**config.mk**
```make
export PLATFORM = sky130hd
export DESIGN_NAME = button_debounce_hold_detector_unit
export DESIGN_NICKNAME = d
export VERILOG_FILES = /design/src/hdl/btn_dbnc_pkg.sv /design/src/hdl/button_debounce_hold_detector_unit.sv
export VERILOG_INCLUDE_DIRS = /design/src /design/src/hdl
export SDC_FILE = /design/constraint.sdc
export NUM_CORES = 1
export LEC_CHECK = 0
export BUFFER_PORTS_ARGS = -buffer_cell sky130_fd_sc_hd__buf_2
export CAP_MARGIN = 20
export CORE_MARGIN = 2
export CORE_UTILIZATION = 35
export DETAILED_ROUTE_END_ITERATION = 8
export HOLD_SLACK_MARGIN = 0.02
export PLACE_DENSITY = 0.55
export SETUP_SLACK_MARGIN = 0.3
export SYNTH_ARGS = -nofsm -noshare
export SYNTH_HDL_FRONTEND = slang
export SYNTH_SLANG_ARGS = --single-unit
```
**constraint.sdc**
```tcl
create_clock -name clock -period 48.1 [get_ports clock]
set_clock_uncertainty 0.05 [all_clocks]
set_input_delay 9.62 -clock clock [delete_from_list [all_inputs] [get_ports clock]]
set_output_delay 9.62 -clock clock [all_outputs]
set_load 0.01 [all_outputs]
```
**src/hdl/assert_macros.svh**
```systemverilog
// Assertion helpers included by the detector unit RTL.
`ifndef ASSERT_MACROS_SVH
`define ASSERT_MACROS_SVH

// Check cons in the same cycle whenever ante holds.
`define ASSERT_SAME(label, clk, rst, ante, cons, msg) \
   label: assert property (@(posedge clk) disable iff (rst) (ante) |-> (cons)) \
      else $error(msg);

// Check cons in the cycle after ante holds.
`define ASSERT_NEXT(label, clk, rst, ante, cons, msg) \
   label: assert property (@(posedge clk) disable iff (rst) (ante) |=> (cons)) \
      else $error(msg);

`endif

```
**src/hdl/btn_dbnc_pkg.sv**
```systemverilog
`default_nettype none
// ----------------------------------------------------------------------------
// Button debounce package
// Types and constants of the button debounce and hold detector.
// ----------------------------------------------------------------------------
package btn_dbnc_pkg;

   localparam int NUM_BUTTONS = 5;
   localparam int BTN_AW      = (NUM_BUTTONS > 1) ? $clog2(NUM_BUTTONS) : 1;
   localparam int RAW_EXT_W   = 1 << BTN_AW;
   localparam int CSR_IDX_W   = 4;

   localparam logic [CSR_IDX_W-1:0] CSR_DEBOUNCE = CSR_IDX_W'(0);
   localparam logic [CSR_IDX_W-1:0] CSR_HOLD     = CSR_IDX_W'(1);

   localparam logic [15:0] DEBOUNCE_RESET = 16'd50;
   localparam logic [15:0] HOLD_RESET     = 16'd500;

   localparam logic FUNC_POLL = 1'b0;
   localparam logic FUNC_READ = 1'b1;

   typedef enum logic [1:0] {
      EV_NONE     = 2'd0,
      EV_PRESSED  = 2'd1,
      EV_RELEASED = 2'd2,
      EV_HELD     = 2'd3
   } event_type;

   typedef struct packed {
      logic        func;
      logic [4:0]  raw_levels;
      logic [31:0] now_ms;
      logic [2:0]  button_sel;
   } req_type;

   typedef struct packed {
      logic [2:0] button;
      event_type  event_res;
      logic       pressed;
      logic       last;
   } rsp_type;

   // One memory word per button.
   typedef struct packed {
      logic        raw_seen;
      logic [31:0] change_stamp;
      logic        debounced_level;
      logic [31:0] press_stamp;
      logic        hold_done;
      event_type   pending_event;
   } entry_type;

   // One button's worth of work moving from issue to update.
   typedef struct packed {
      logic              func;
      logic              raw_bit;
      logic [31:0]       now_ms;
      logic [BTN_AW-1:0] addr;
      logic [2:0]        button;
      logic              in_range;
      logic              last;
   } tok_type;

endpackage
`default_nettype wire

```
**src/hdl/button_debounce_hold_detector_unit.sv**
```systemverilog
`default_nettype none
// ----------------------------------------------------------------------------
// Button debounce and hold detector
// Debounces five button levels and reports press, release and hold events.
// ----------------------------------------------------------------------------
// Usage:
//   req_* carries one item per transfer. A poll (func 0) brings the raw levels
//   and a millisecond time stamp; a read (func 1) fetches and clears the
//   pending event of button button_sel. rsp_* returns results; the last result
//   of an item has last set. A poll with no event gives one result with
//   button 0, event none. csr_* writes debounce_ms (index 0) and hold_ms
//   (index 1); csr_ready is always high.
//   Rate: one button state word is read, updated and written back per cycle
//   while nothing stalls, through a read port and a write port of the state
//   memory; a read handles one word. Items follow each other without gaps.
//   A read result passes the update, holding and output registers in turn.
//   A poll event result leaves once the next event or the end of the poll is
//   known, since only then its last flag is settled.
//   Reset clears the configuration to 50 ms and 500 ms; per-button valid bits
//   make all state words read as zero, no clearing pass is needed.
//   When rsp_ready is low the output register holds, the result in the
//   holding stage waits, and then the update stage and issue stall; req_ready
//   drops once the item register cannot drain.
// ----------------------------------------------------------------------------
`include "assert_macros.svh"

module button_debounce_hold_detector_unit
   import btn_dbnc_pkg::*;
(
   input  wire logic                 clock,
   input  wire logic                 reset,

   input  wire logic                 req_valid,
   output logic                      req_ready,
   input  wire req_type              req_data,

   output logic                      rsp_valid,
   input  wire logic                 rsp_ready,
   output rsp_type                   rsp_data,

   input  wire logic                 csr_valid,
   output logic                      csr_ready,
   input  wire logic [CSR_IDX_W-1:0] csr_index,
   input  wire logic [15:0]          csr_data
);

   // ---------------------------------------------------------------- config
   logic [15:0] debounce_ff;
   logic [15:0] hold_ff;
   logic [15:0] hold_lim;

   assign csr_ready = 1'b1;

   always_ff @(posedge clock) begin
      if (reset) begin
         debounce_ff <= DEBOUNCE_RESET;
         hold_ff     <= HOLD_RESET;
      end else if (csr_valid) begin
         case (csr_index)
            CSR_DEBOUNCE: debounce_ff <= csr_data;
            CSR_HOLD:     hold_ff     <= csr_data;
            default: ;
         endcase
      end
   end

   // A hold time of zero acts as one, so a hold fires on a later poll.
   assign hold_lim = (hold_ff == 16'd0) ? 16'd1 : hold_ff;

   // ---------------------------------------------------------- issue stage
   // The item register walks the buttons of a poll, one per cycle while the update stage is free.
   logic              item_valid_ff;
   req_type           item_ff;
   logic [BTN_AW-1:0] idx_ff;
   logic              req_take;
   logic              issue;
   logic              tok_last;
   logic              sel_in_range;
   logic [RAW_EXT_W-1:0] raw_ext;
   tok_type           tok_in;

   logic    s1_valid_ff;
   tok_type s1_tok_ff;
   logic    s1_adv;
   logic    s1_free;

   assign sel_in_range = {1'b0, item_ff.button_sel} < 4'(NUM_BUTTONS);
   assign tok_last     = (item_ff.func == FUNC_READ) ||
                         (idx_ff == BTN_AW'(NUM_BUTTONS - 1));
   assign s1_free      = !s1_valid_ff || s1_adv;
   assign issue        = item_valid_ff && s1_free;
   assign req_ready    = !item_valid_ff || (issue && tok_last);
   assign req_take     = req_valid && req_ready;
   assign raw_ext      = RAW_EXT_W'(item_ff.raw_levels);

   always_comb begin
      tok_in          = '0;
      tok_in.func     = item_ff.func;
      tok_in.now_ms   = item_ff.now_ms;
      tok_in.last     = tok_last;
      if (item_ff.func == FUNC_READ) begin
         tok_in.raw_bit  = 1'b0;
         tok_in.button   = item_ff.button_sel;
         tok_in.in_range = sel_in_range;
         tok_in.addr     = sel_in_range ? item_ff.button_sel[BTN_AW-1:0] : '0;
      end else begin
         tok_in.raw_bit  = raw_ext[idx_ff];
         tok_in.button   = 3'(idx_ff);
         tok_in.in_range = 1'b1;
         tok_in.addr     = idx_ff;
      end
   end

   always_ff @(posedge clock) begin
      if (reset) begin
         item_valid_ff <= 1'b0;
         idx_ff        <= '0;
      end else if (req_take) begin
         item_valid_ff <= 1'b1;
         idx_ff        <= '0;
      end else if (issue && tok_last) begin
         item_valid_ff <= 1'b0;
      end else if (issue) begin
         idx_ff <= idx_ff + 1'b1;
      end
   end

   always_ff @(posedge clock) begin
      if (req_take) begin
         item_ff <= req_data;
      end
   end

   always_ff @(posedge clock) begin
      if (reset) begin
         s1_valid_ff <= 1'b0;
      end else if (issue) begin
         s1_valid_ff <= 1'b1;
      end else if (s1_adv) begin
         s1_valid_ff <= 1'b0;
      end
   end

   always_ff @(posedge clock) begin
      if (issue) begin
         s1_tok_ff <= tok_in;
      end
   end

   // --------------------------------------------------------- state memory
   // While the update stage stalls, re-read its own word so the read data
   // stays current.
   entry_type         mem [NUM_BUTTONS];
   entry_type         mem_q_ff;
   logic [BTN_AW-1:0] rd_addr;
   logic              mem_we;
   entry_type         entry_in;
   logic [NUM_BUTTONS-1:0] ent_valid_ff;
   logic              fwd_valid_ff;
   logic [BTN_AW-1:0] fwd_addr_ff;
   entry_type         fwd_data_ff;

   assign rd_addr = issue ? tok_in.addr : s1_tok_ff.addr;

   always_ff @(posedge clock) begin
      mem_q_ff <= mem[rd_addr];
      if (mem_we) begin
         mem[s1_tok_ff.addr] <= entry_in;
      end
   end

   // Valid bits stand in for clearing the memory at reset; the forward
   // register covers a write that the read just before it missed.
   always_ff @(posedge clock) begin
      if (reset) begin
         ent_valid_ff <= '0;
         fwd_valid_ff <= 1'b0;
      end else if (mem_we) begin
         ent_valid_ff[s1_tok_ff.addr] <= 1'b1;
         fwd_valid_ff                 <= 1'b1;
      end
   end

   always_ff @(posedge clock) begin
      if (mem_we) begin
         fwd_addr_ff <= s1_tok_ff.addr;
         fwd_data_ff <= entry_in;
      end
   end

   // ---------------------------------------------------------- update stage
   entry_type   cur;
   entry_type   poll_entry;
   entry_type   read_entry;
   logic        raw_chg;
   logic [31:0] stamp_n;
   logic [31:0] since_change;
   logic [31:0] since_press;
   logic        accept_lvl;
   logic        new_press;
   logic        deb_n;
   logic [31:0] press_n;
   logic        hold_n;
   logic        hold_hit;
   event_type   poll_ev;
   logic        has_res;
   rsp_type     res;

   always_comb begin
      if (fwd_valid_ff && (fwd_addr_ff == s1_tok_ff.addr)) begin
         cur = fwd_data_ff;
      end else if (ent_valid_ff[s1_tok_ff.addr]) begin
         cur = mem_q_ff;
      end else begin
         cur = '0;
      end
   end

   // Poll update of one button: track the raw level, accept it once it has
   // been stable long enough, then watch for the hold time.
   assign raw_chg      = s1_tok_ff.raw_bit != cur.raw_seen;
   assign stamp_n      = raw_chg ? s1_tok_ff.now_ms : cur.change_stamp;
   assign since_change = s1_tok_ff.now_ms - stamp_n;
   assign accept_lvl   = (since_change >= {16'd0, debounce_ff}) &&
                         (s1_tok_ff.raw_bit != cur.debounced_level);
   assign new_press    = accept_lvl && s1_tok_ff.raw_bit;
   assign deb_n        = accept_lvl ? s1_tok_ff.raw_bit : cur.debounced_level;
   assign press_n      = new_press ? s1_tok_ff.now_ms : cur.press_stamp;
   assign hold_n       = new_press ? 1'b0 : cur.hold_done;
   assign since_press  = s1_tok_ff.now_ms - press_n;
   assign hold_hit     = !accept_lvl && deb_n && !hold_n &&
                         (since_press >= {16'd0, hold_lim});

   always_comb begin
      if (accept_lvl) begin
         poll_ev = s1_tok_ff.raw_bit ? EV_PRESSED : EV_RELEASED;
      end else if (hold_hit) begin
         poll_ev = EV_HELD;
      end else begin
         poll_ev = EV_NONE;
      end
   end

   always_comb begin
      poll_entry.raw_seen        = s1_tok_ff.raw_bit;
      poll_entry.change_stamp    = stamp_n;
      poll_entry.debounced_level = deb_n;
      poll_entry.press_stamp     = press_n;
      poll_entry.hold_done       = hold_n || hold_hit;
      poll_entry.pending_event   = (poll_ev != EV_NONE) ? poll_ev : cur.pending_event;
      read_entry                 = cur;
      read_entry.pending_event   = EV_NONE;
   end

   // Holding stage: a poll event waits here until it is known whether a later
   // button of the same poll has an event too.
   logic    h_valid_ff;
   rsp_type h_rsp_ff;
   logic    h_open;
   logic    h_move;
   logic    o_free;
   logic    rsp_valid_ff;
   rsp_type rsp_data_ff;

   assign h_open = h_valid_ff && !h_rsp_ff.last;

   always_comb begin
      res     = '0;
      has_res = 1'b0;
      if (s1_tok_ff.func == FUNC_READ) begin
         has_res       = 1'b1;
         res.button    = s1_tok_ff.button;
         res.event_res = s1_tok_ff.in_range ? cur.pending_event : EV_NONE;
         res.pressed   = s1_tok_ff.in_range && cur.debounced_level;
         res.last      = 1'b1;
      end else if (poll_ev != EV_NONE) begin
         has_res       = 1'b1;
         res.button    = s1_tok_ff.button;
         res.event_res = poll_ev;
         res.pressed   = deb_n;
         res.last      = s1_tok_ff.last;
      end else if (s1_tok_ff.last && !h_open) begin
         // Poll without any event: one empty result.
         has_res       = 1'b1;
         res.event_res = EV_NONE;
         res.last      = 1'b1;
      end
   end

   assign o_free   = !rsp_valid_ff || rsp_ready;
   assign s1_adv   = s1_valid_ff && (!has_res || !h_valid_ff || o_free);
   assign h_move   = h_valid_ff && o_free && (h_rsp_ff.last || (s1_adv && has_res));
   assign mem_we   = s1_adv && ((s1_tok_ff.func == FUNC_POLL) || s1_tok_ff.in_range);
   assign entry_in = (s1_tok_ff.func == FUNC_POLL) ? poll_entry : read_entry;

   always_ff @(posedge clock) begin
      if (reset) begin
         h_valid_ff <= 1'b0;
      end else if (s1_adv && has_res) begin
         h_valid_ff <= 1'b1;
      end else if (h_move) begin
         h_valid_ff <= 1'b0;
      end
   end

   always_ff @(posedge clock) begin
      if (s1_adv && has_res) begin
         h_rsp_ff <= res;
      end else if (s1_adv && s1_tok_ff.last && h_open) begin
         // Poll ended without further events: the held one is final.
         h_rsp_ff.last <= 1'b1;
      end
   end

   // ------------------------------------------------------- output register
   always_ff @(posedge clock) begin
      if (reset) begin
         rsp_valid_ff <= 1'b0;
      end else if (h_move) begin
         rsp_valid_ff <= 1'b1;
      end else if (rsp_ready) begin
         rsp_valid_ff <= 1'b0;
      end
   end

   always_ff @(posedge clock) begin
      if (h_move) begin
         rsp_data_ff <= h_rsp_ff;
      end
   end

   assign rsp_valid = rsp_valid_ff;
   assign rsp_data  = rsp_data_ff;

   // ------------------------------------------------------------ assertions
   `ASSERT_SAME(a_item_drained, clock, reset, req_take && item_valid_ff,
                issue && tok_last,
                "new item taken before the previous one was fully issued")
   `ASSERT_NEXT(a_stall_holds_token, clock, reset, s1_valid_ff && !s1_adv,
                s1_valid_ff && $stable(s1_tok_ff),
                "stalled update stage lost its token")
   `ASSERT_SAME(a_no_open_result, clock, reset, !item_valid_ff && !s1_valid_ff,
                !h_valid_ff || h_rsp_ff.last,
                "held result left without a last flag after its poll")
   `ASSERT_SAME(a_write_in_range, clock, reset, mem_we,
                {1'b0, s1_tok_ff.addr} < (BTN_AW + 1)'(NUM_BUTTONS),
                "state write beyond the button count")

endmodule
`default_nettype wire

```
* After elaboration in Yosys (flattened, before gate mapping) *
Memories as Yosys holds them, arrays and structs flattened. A register that Yosys moved wholly into a read port is not among the register bits.
Cells that the tools add are included.

operators by class
  $lt $le $gt $ge = 6
  add/subtract/negate cells = 3
  equality and inequality tests = 5
  bitwise gates (word level) = 3
  reductions and logical operators = 50
  muxes and demuxes = 42

operators by type and width
  operator               count
  $mux W69               3
  $ge A32 B16 Y1         2
  $mux W32               2
  $sub A32 B32 Y32       2
  $mux W1                22
  $logic_and A1 B1 Y1    20
  $logic_not A16 Y1      1
  $mux W16               1
  $mux W7                2
  $mux W2                6
  $reduce_bool A2 Y1     6
  $logic_not A1 Y1       9
  $logic_or A1 B1 Y1     9
  $mux W3                3
  $lt A3 B4 Y1 const B   2
  $bmux W1 S3            2
  $reduce_and A2 Y1      3
  $or A5 B5 Y5           1
  $eq A4 B1 Y1 const B   1
  $logic_not A4 Y1       1
  $add A3 B1 Y3 const B  1
  $demux W1 S3           1
  $eq A3 B3 Y1           1
  $eq A3 B3 Y1 const B   1
  other kinds (5)        7

word-level totals
  flip-flop bits (word level) = 214
  RAM bits = 345
  output and inout bits = 10
  memories kept = 1
  word-level logic and storage cells = 145

memories
  name  depth  width  rd ports  clocked after memory_dff  wr ports  line                                       text
  mem   5      69     1         1                         1         button_debounce_hold_detector_unit.sv:153  entry_type mem [NUM_BUTTONS];

* Depth between registers and ports, before layout *
Gate-level depths: netlist of run 1.

  word-level depth = 29
  gate-level depth with buffers = 63
  gate-level depth less buffers = 56

* Least setup slack after synthesis of run 1 *
OpenSTA, ideal clock, no wires.

  kind = register to output
  start point = register s1_tok_ff[5] (netlist name)
  end point = output port req_ready
  cell stages (with the launch flop) = 57
  data arrival time = 11398 ps
  path buffers = 7
  setup slack = 27032 ps
  cell sequence = edfxtp_1 -> buf_2 -> mux4_2 -> a21o_1 -> a221oi_2 -> or2_1 -> buf_4 -> clkbuf_1 -> clkbuf_1 -> nand2_1 -> o21ai_0 -> ha_1 -> clkbuf_1 -> a21o_1 -> a21o_1 -> a2111o_1 -> a311o_1 -> o21bai_2 -> [21 not listed] -> a21oi_1 -> o21ai_0 -> xor2_1 -> ha_1 -> a21oi_1 -> nor2b_1 -> o21ai_0 -> nor4b_1 -> nand4_1 -> nor3_1 -> nand4_1 -> nor4_1 -> a31oi_1 -> or3_1 -> o211ai_1 -> buf_2 -> a211oi_1 -> nor2_1

between the ends
  word-level cells in the longest chain between the ends = 27

ends and longest elaborated chain
  item                                  line                                       text
  start, declared                       button_debounce_hold_detector_unit.sv:83   tok_type s1_tok_ff;
  start signal, assigned                button_debounce_hold_detector_unit.sv:146  s1_tok_ff <= tok_in;
  $bmux W1 S3                           button_debounce_hold_detector_unit.sv:212  end else if (ent_valid_ff[s1_tok_ff.addr]) begin
  $mux W1 (implied by the code)         button_debounce_hold_detector_unit.sv:212
  $mux W69                              button_debounce_hold_detector_unit.sv:212
  $mux W69 (*)                          button_debounce_hold_detector_unit.sv:210  if (fwd_valid_ff && (fwd_addr_ff == s1_tok_ff.addr)) begin
  $ne A1 B1 Y1                          button_debounce_hold_detector_unit.sv:221  assign raw_chg = s1_tok_ff.raw_bit != cur.raw_seen;
  $mux W32                              button_debounce_hold_detector_unit.sv:222  assign stamp_n = raw_chg ? s1_tok_ff.now_ms : cur.change_stamp;
  $sub A32 B32 Y32                      button_debounce_hold_detector_unit.sv:223  assign since_change = s1_tok_ff.now_ms - stamp_n;
  $ge A32 B16 Y1                        button_debounce_hold_detector_unit.sv:224  assign accept_lvl = (since_change >= {16'd0, debounce_ff}) &&
  [10 not listed]                       -
  $mux W1 (*)                           button_debounce_hold_detector_unit.sv:270  if (s1_tok_ff.func == FUNC_READ) begin
  $logic_not A1 Y1 (*)                  button_debounce_hold_detector_unit.sv:291  assign s1_adv = s1_valid_ff && (!has_res || !h_valid_ff || o_free);
  $logic_or A1 B1 Y1 (*) (2 in series)  button_debounce_hold_detector_unit.sv:291
  $logic_and A1 B1 Y1 (*)               button_debounce_hold_detector_unit.sv:291
  $logic_or A1 B1 Y1 (*)                button_debounce_hold_detector_unit.sv:90   assign s1_free = !s1_valid_ff || s1_adv;
  $logic_and A1 B1 Y1 (*)               button_debounce_hold_detector_unit.sv:91   assign issue = item_valid_ff && s1_free;
  $logic_and A1 B1 Y1 (*)               button_debounce_hold_detector_unit.sv:92   assign req_ready = !item_valid_ff || (issue && tok_last);
  $logic_or A1 B1 Y1 (*)                button_debounce_hold_detector_unit.sv:92
  end, declared                         button_debounce_hold_detector_unit.sv:34   output logic req_ready,

Mark *: on every way between the ends. The rest lies on a longest branch, timed or not. The select of a mux whose other input is x is not followed.

* Worst setup path in the final report of run 1 *
  start point = register s1_tok_ff[7] (netlist name)
  end point = output port req_ready

The elaborated chain is that of the path after synthesis.

==> results of run 1 <==
power groups by stage:
| stage | clock [mW] | combinational, mW | sequential [mW] |
|---|---|---|---|
| final | 0.543 | 0.223 | 0.629 |
| after global routing | 0.574 | 0.248 | 0.631 |
| after CTS | 0.555 | 0.224 | 0.629 |
| after detailed placement | 0 | 0.223 | 0.641 |
| after global placement | 0 | 0.221 | 0.641 |
| after floorplan | 0 | 0.161 | 0.632 |
cells by family (layout without fill, tap and decap cells):
| logic type | after synthesis | after routing | share of synthesized area (%) |
|---|---|---|---|
| and+or+nand+nor | 772 | 772 | 12.0 |
| AOI/OAI and AO/OA | 752 | 752 | 17.0 |
| DFF | 628 | 628 | 56.8 |
| buffers and inverters | 282 | 342 | 3.50 |
| adders and majority gates | 96 | 96 | 3.90 |
| muxes | 82 | 82 | 5.50 |
| xor gates and xnor gates | 44 | 44 | 1.24 |
| other | 1 | 2 | 0.0120 |
final timing paths:
kind / end / slack (ns)
max: req_ready / 22.83
min: s1_tok_ff[11]$_DFFE_PN_ / 0.36
max reg2reg: mem_q_ff[20]$_DFF_P_ / 30.82
min reg2reg: s1_tok_ff[11]$_DFFE_PN_ / 0.36
cell type report:
| class | count | share of cell area [%] |
|---|---|---|
| sequential | 628 | 50.5 |
| multi-input combinational | 1747 | 35.6 |
| clock buffer | 95 | 5.55 |
| tap | 1165 | 4.16 |
| timing repair buffer | 112 | 1.92 |
| inverter | 104 | 1.12 |
| clock inverter | 31 | 1.09 |
| antenna | 1 | 0.00714 |
worst reg2reg max path, delay by kind of cell (launching register included):
| family | cells | cell delay, ns |
|---|---|---|
| flops | 1 | 0.32 |
| mux | 2 | 1.28 |
| xor+xnor | 3 | 0.62 |
| compound gates | 23 | 6.18 |
| buf+inv | 7 | 3.28 |
| simple gates | 19 | 3.89 |
| fa+ha+maj | 5 | 1.63 |
state kept, by name, summed over array words and instances (netlist names), 5 cells and up:
signal / count
hold_ff: 16
mem_q_ff: 69
item_ff: 41
ent_valid_ff: 5
mem: 345
s1_tok_ff: 41
h_rsp_ff: 7
fwd_data_ff: 69
rsp_data: 7
debounce_ff: 16
synthesized netlist by cell type (13+ instances only):
cell	number
mux4_2	71
a211oi_1	77
or3_1	75
nor4_1	13
a21o_1	44
inv_1	104
nor2b_1	17
a22o_1	36
clkbuf_1	153
ha_1	94
nand3_1	16
edfxtp_1	514
and2_1	76
dfxtp_1	114
a31oi_1	91
xnor2_1	28
nand2b_1	20
nor2_1	119
nand2_1	328
xor2_1	16
o21ai_0	99
nand4_1	23
nor3_1	35
a21oi_1	182
a22oi_1	34
o221a_2	58
stage by stage:
| stage | power, mW | setup WS [ns] | hold slack [ns] | util [%] |
|---|---|---|---|---|
| floorplan | 0.793 | 27.03 | 0.350 | - |
| global placement | 0.862 | 23.94 | 0.351 | 37.0 |
| detailed placement | 0.863 | 23.52 | 0.355 | 37.0 |
| CTS | 1.41 | 22.83 | 0.367 | 39.6 |
| global route | 1.45 | 21.83 | 0.368 | 39.7 |
| finish | 1.40 | 22.83 | 0.364 | 39.7 |
layer usage:
metal | global-route usage [%] | up-vias | wire (um)
met5 | 0 | - | 0
met4 | 4.64 | 0 | 1610
met3 | 2.43 | 120 | 4400
met2 | 34.1 | 610 | 45000
met1 | 27.5 | 11189 | 41800
li1 | - | 10188 | -
==> flow_summary.toml, run 1 <==
[setup_path]
critical_path_cell_count = 58
required_ns = 38.43
r2r_cells = 59
path_max_fanout = 64
r2r-start = "s1_tok_ff[7]$_DFFE_PN_"
critPathKind = "reg -> out"
slowest_delay_ns = 0.76
worst-path-buf-inv = 7
cp-end-kind = "output pin"
worstSetupStartpoint = "s1_tok_ff[7]$_DFFE_PN_"
crit_slowest_cell = "o211ai_1"
cp-start-kind = "flop"
worstPathArrival_ns = 15.60
cpLargestDelayFamily = "compound AO/OA/AOI/OAI gates"

[worst_hold_path]
worstHoldPathType = "reg -> reg"
holdPathStages = 0
min_from = "item_ff[6]$_DFFE_PP_"

[run]
drv_cap = 0

[clock_tree]
clk_latency_ns = 0.62
cts.htree.levels = 3
cts_buffers = 69
holdBufCountCts = 0
clockRootBuffer = "clkbuf_16"
clkSinkCount = 628
cts_buffer_depth = 3
tritoncts = "built"
cts_resized = 0
path_clk_slew_ns = 0.06
cts_setup_buffers = 0

[floorplan]
die_y_um = 302
initial_core_util_pct = 35.3
die_width_um = 302
die-area_um2 = 91400
core_um2 = 88400
io_pins = 76
row_count = 109

[synth]
synth_ff_type = "edfxtp_1"
syn-num-nets = 2819
async_reset_ff_share_pct = 0
ys_seq_area_share_pct = 56.8
synth-seq-cells = 628
avgSynthCellArea_um2 = 11.7
postSynthCellCount = 2657
yosysWarnings = 0
synth_area_um2 = 31200
synthDistinctLibCells = 91
synth-edff-count = 514
yosysTopAreaCellShare_pct = 49.5
synth_area_leaders = "edfxtp_1, dfxtp_1, mux4_2, nand2_1, ha_1"
post-synth-top-area-cell = "edfxtp_1"

[grt]
antenna_found_initial = 1
grt_pass1_vias = 21807
grt-ovfl-total = 0
grt_max_degree = 92
grt_pass1_wl_um = 138000
grt.total_usage_pct = 20.1

[layout]
multiInputGateArea_um2 = 12500
mostFrequentLayoutCell = "edfxtp_1"
area_growth_pct = 12.5
seqCellArea_um2 = 17700
drive_gt1_share_pct = 14.1
nNetsFinal = 2824
fin_area_um2 = 35000
final_cell_mix = "edfxtp_1, nand2_1, a21oi_1, nor2_1, dfxtp_1"
final-instance-count-excl-fill = 3883
n_fill_cell = 8302

[sta]
rsz0062_at_grt = "no"
min_period_ns = 25.27
timing.fmax_mhz = 39.6
tightest_slew_ns = 1.14
final_hold_viol_count = 0
post-route-period-util_pct = 52.5
slew_headroom_pct = 23.7
maxSlewViolCount = 0
fin_setup_tns_ns = 0
finalSetupViolCount = 0

[routing]
routedWlPerCell_um = 23.9
wirelength_um = 92800
drc = 0
drtAntennaViolNets = 0
vias = 22107
vias_per_cell = 5.69
drtIter0Drc = 1695
first_pass_iters = 7

[place]
portBuffers = 74
placed_cell_area_um2 = 32700
post-dp-hpwl_um = 61100
place_inst = 3755
gp_congestion = 0.880

[pwr]
power.switching_mw = 0.370
clkPwrFrac_pct = 38.9
power_frac_comb_pct = 16.0
irDropWorstVdd_uv = 28.5
p_per_area_nw_per_um2 = 39.8
p_seq_share_pct = 45.1
p_sw_share_pct = 26.5
power.leakage_nw = 12.2
intPower_mw = 1.03

[run_status]
status = "finished clean"
(Power assumes the default switching activity.)
==> run 2: changes to the inputs <==
PLACE_DENSITY = 0.56   (was 0.55)
clock period = 22.3 ns   (was 48.1 ns; I/O delays follow)
==> run 2 against run 1 <==
Net effect:
- clock power increased by 110%
- sequential share of layout area unchanged
- via count decreased by 0.76%
- non-clock buffer count increased by 1
- total power increased by 110%
- register-to-register slack got worse by 26 ns
- largest power group unchanged
==> flow_summary.toml, run 2 (synthesized netlist as in run 1, its figures left out) <==
[run_status]
status = "finished clean"

[layout]
area_growth_pct = 12.5
fin_util_pct = 39.7
nNetsFinal = 2826
final_cell_mix = "edfxtp_1, nand2_1, a21oi_1, nor2_1, dfxtp_1"
top_register = "mem"
largest_register_ffs = 345
final-instance-count-excl-fill = 3888
fin_area_um2 = 35000
drive_gt1_share_pct = 14.5
mostFrequentLayoutCell = "edfxtp_1"
largestRegisters = "mem (345), fwd_data_ff (69), mem_q_ff (69)"

[setup_path]
cp-end-kind = "output pin"
r2r_setup_slack_ns = 4.46
crit_slowest_cell = "nor4_2"
worstPathArrival_ns = 15.95
critPathKind = "reg -> out"
cp-start-kind = "flop"
required_ns = 17.79
slowest_delay_ns = 0.87
rr_endpoint = "mem_q_ff[26]$_DFF_P_"
r2r_cells = 58
r2r-start = "s1_tok_ff[5]$_DFFE_PN_"
path_common_cell = "a21oi_1"
path_max_fanout = 58

[floorplan]
die_y_um = 302
die_width_um = 302
die-area_um2 = 91400
core_um2 = 88400
row_count = 109
io_pins = 76
initial_core_util_pct = 35.3

[clock_tree]
cts_resized = 0
cts.htree.levels = 3
cts_setup_buffers = 0
clkSinkCount = 628
path_clk_slew_ns = 0.06
clockRootBuffer = "clkbuf_16"
cts_buffer_depth = 3
tritoncts = "built"
clk_latency_ns = 0.63
cts_buffers = 70
holdBufCountCts = 0

[pwr]
p_per_area_nw_per_um2 = 85.6
power.leakage_nw = 12.2
irDropWorstVdd_uv = 60.4
total_power_mw = 3.00

[place]
pre_cts_ws_ns = 2.53
portBuffers = 74
place_inst = 3757
placed_cell_area_um2 = 32700
gp_congestion = 0.917
post-dp-hpwl_um = 61600

[sta]
fin_setup_tns_ns = 0
final_hold_viol_count = 0
min_period_ns = 20.46
finalSetupViolCount = 0
slew_headroom_pct = 30.6
maxSlewViolCount = 0
rsz0062_at_grt = "no"
tightest_slew_ns = 1.04
holdWs_ns = 0.368
timing.fmax_mhz = 48.9
post-route-period-util_pct = 91.7
fin_ws_ns = 1.84

[grt]
grt.total_usage_pct = 20.0
grt_pass1_vias = 21834
grt_pass1_wl_um = 139000
antenna_found_initial = 5
grt-ovfl-total = 0
grt_max_degree = 82

[routing]
wirelength_um = 92000
vias = 21939
drc = 0
drtIter0Drc = 1872
routedWlPerCell_um = 23.7
drtAntennaViolNets = 0
first_pass_iters = 5
vias_per_cell = 5.64

[worst_hold_path]
holdPathEnd = "s1_tok_ff[31]$_DFFE_PN_"
min_from = "item_ff[26]$_DFFE_PP_"
holdPathStages = 0
worstHoldPathType = "reg -> reg"

[run]
drv_cap = 0
## run 2: changes by cell type in the layout (fill, tap and decap cells not counted), sizes merged
cell / delta
clkbuf: -9
buf: +2
diode: +1
bufinv: -3
inv: +1
clkinvlp: +1
clkinv: +12
## run 2: critical path, delay by kind of cell (launching register included)
| kind | cells | cell delay (ns) |
|---|---|---|
| AOI/OAI and AO/OA | 22 | 5.20 |
| xor gates and xnor gates | 3 | 0.88 |
| adders and majority gates | 5 | 1.58 |
| buffers and inverters | 6 | 1.89 |
| DFF | 1 | 0.59 |
| muxes | 1 | 0.36 |
| and+or+nand+nor | 20 | 4.75 |
## run 2: worst max-delay path by stage
stage / slack (ns) / cells past startpoint / endpoint / from
after floorplan: 3.55 / 58 / mem[0][0]$_DFFE_PP_ / s1_tok_ff[5]$_DFFE_PN_
after global placement: 3.10 / 56 / req_ready / s1_tok_ff[5]$_DFFE_PN_
after detailed placement: 2.53 / 57 / req_ready / s1_tok_ff[5]$_DFFE_PN_
after CTS: 1.85 / 57 / req_ready / s1_tok_ff[5]$_DFFE_PN_
after global routing: 0.73 / 57 / req_ready / s1_tok_ff[5]$_DFFE_PN_
final: 1.84 / 57 / req_ready / s1_tok_ff[5]$_DFFE_PN_
## run 2: area by class of cell
type / count / area [um2]
Tap cell: 1165 / 1460
Multi-Input combinational cell: 1747 / 12500
Antenna cell: 2 / 5.00
Sequential cell: 628 / 17700
Timing Repair Buffer: 113 / 676
Fill cell: 8284 / 53300
Clock buffer: 87 / 1930
Clock inverter: 42 / 398
Inverter: 104 / 394
## run 2: where the power goes
part | internal, mW | switching, mW
Combinational | 0.182 | 0.299
Sequential | 1.32 | 0.0332
Clock | 0.678 | 0.483
## run 2: layer usage
layer / part of all wire (%) / vias to the layer above / global-route usage [%]
met5: 0 / - / 0
met3: 4.6 / 120 / 2.13
li1: - / 10207 / -
met2: 47 / 585 / 33.1
met1: 46 / 11027 / 28.2
met4: 2.0 / 0 / 5.23
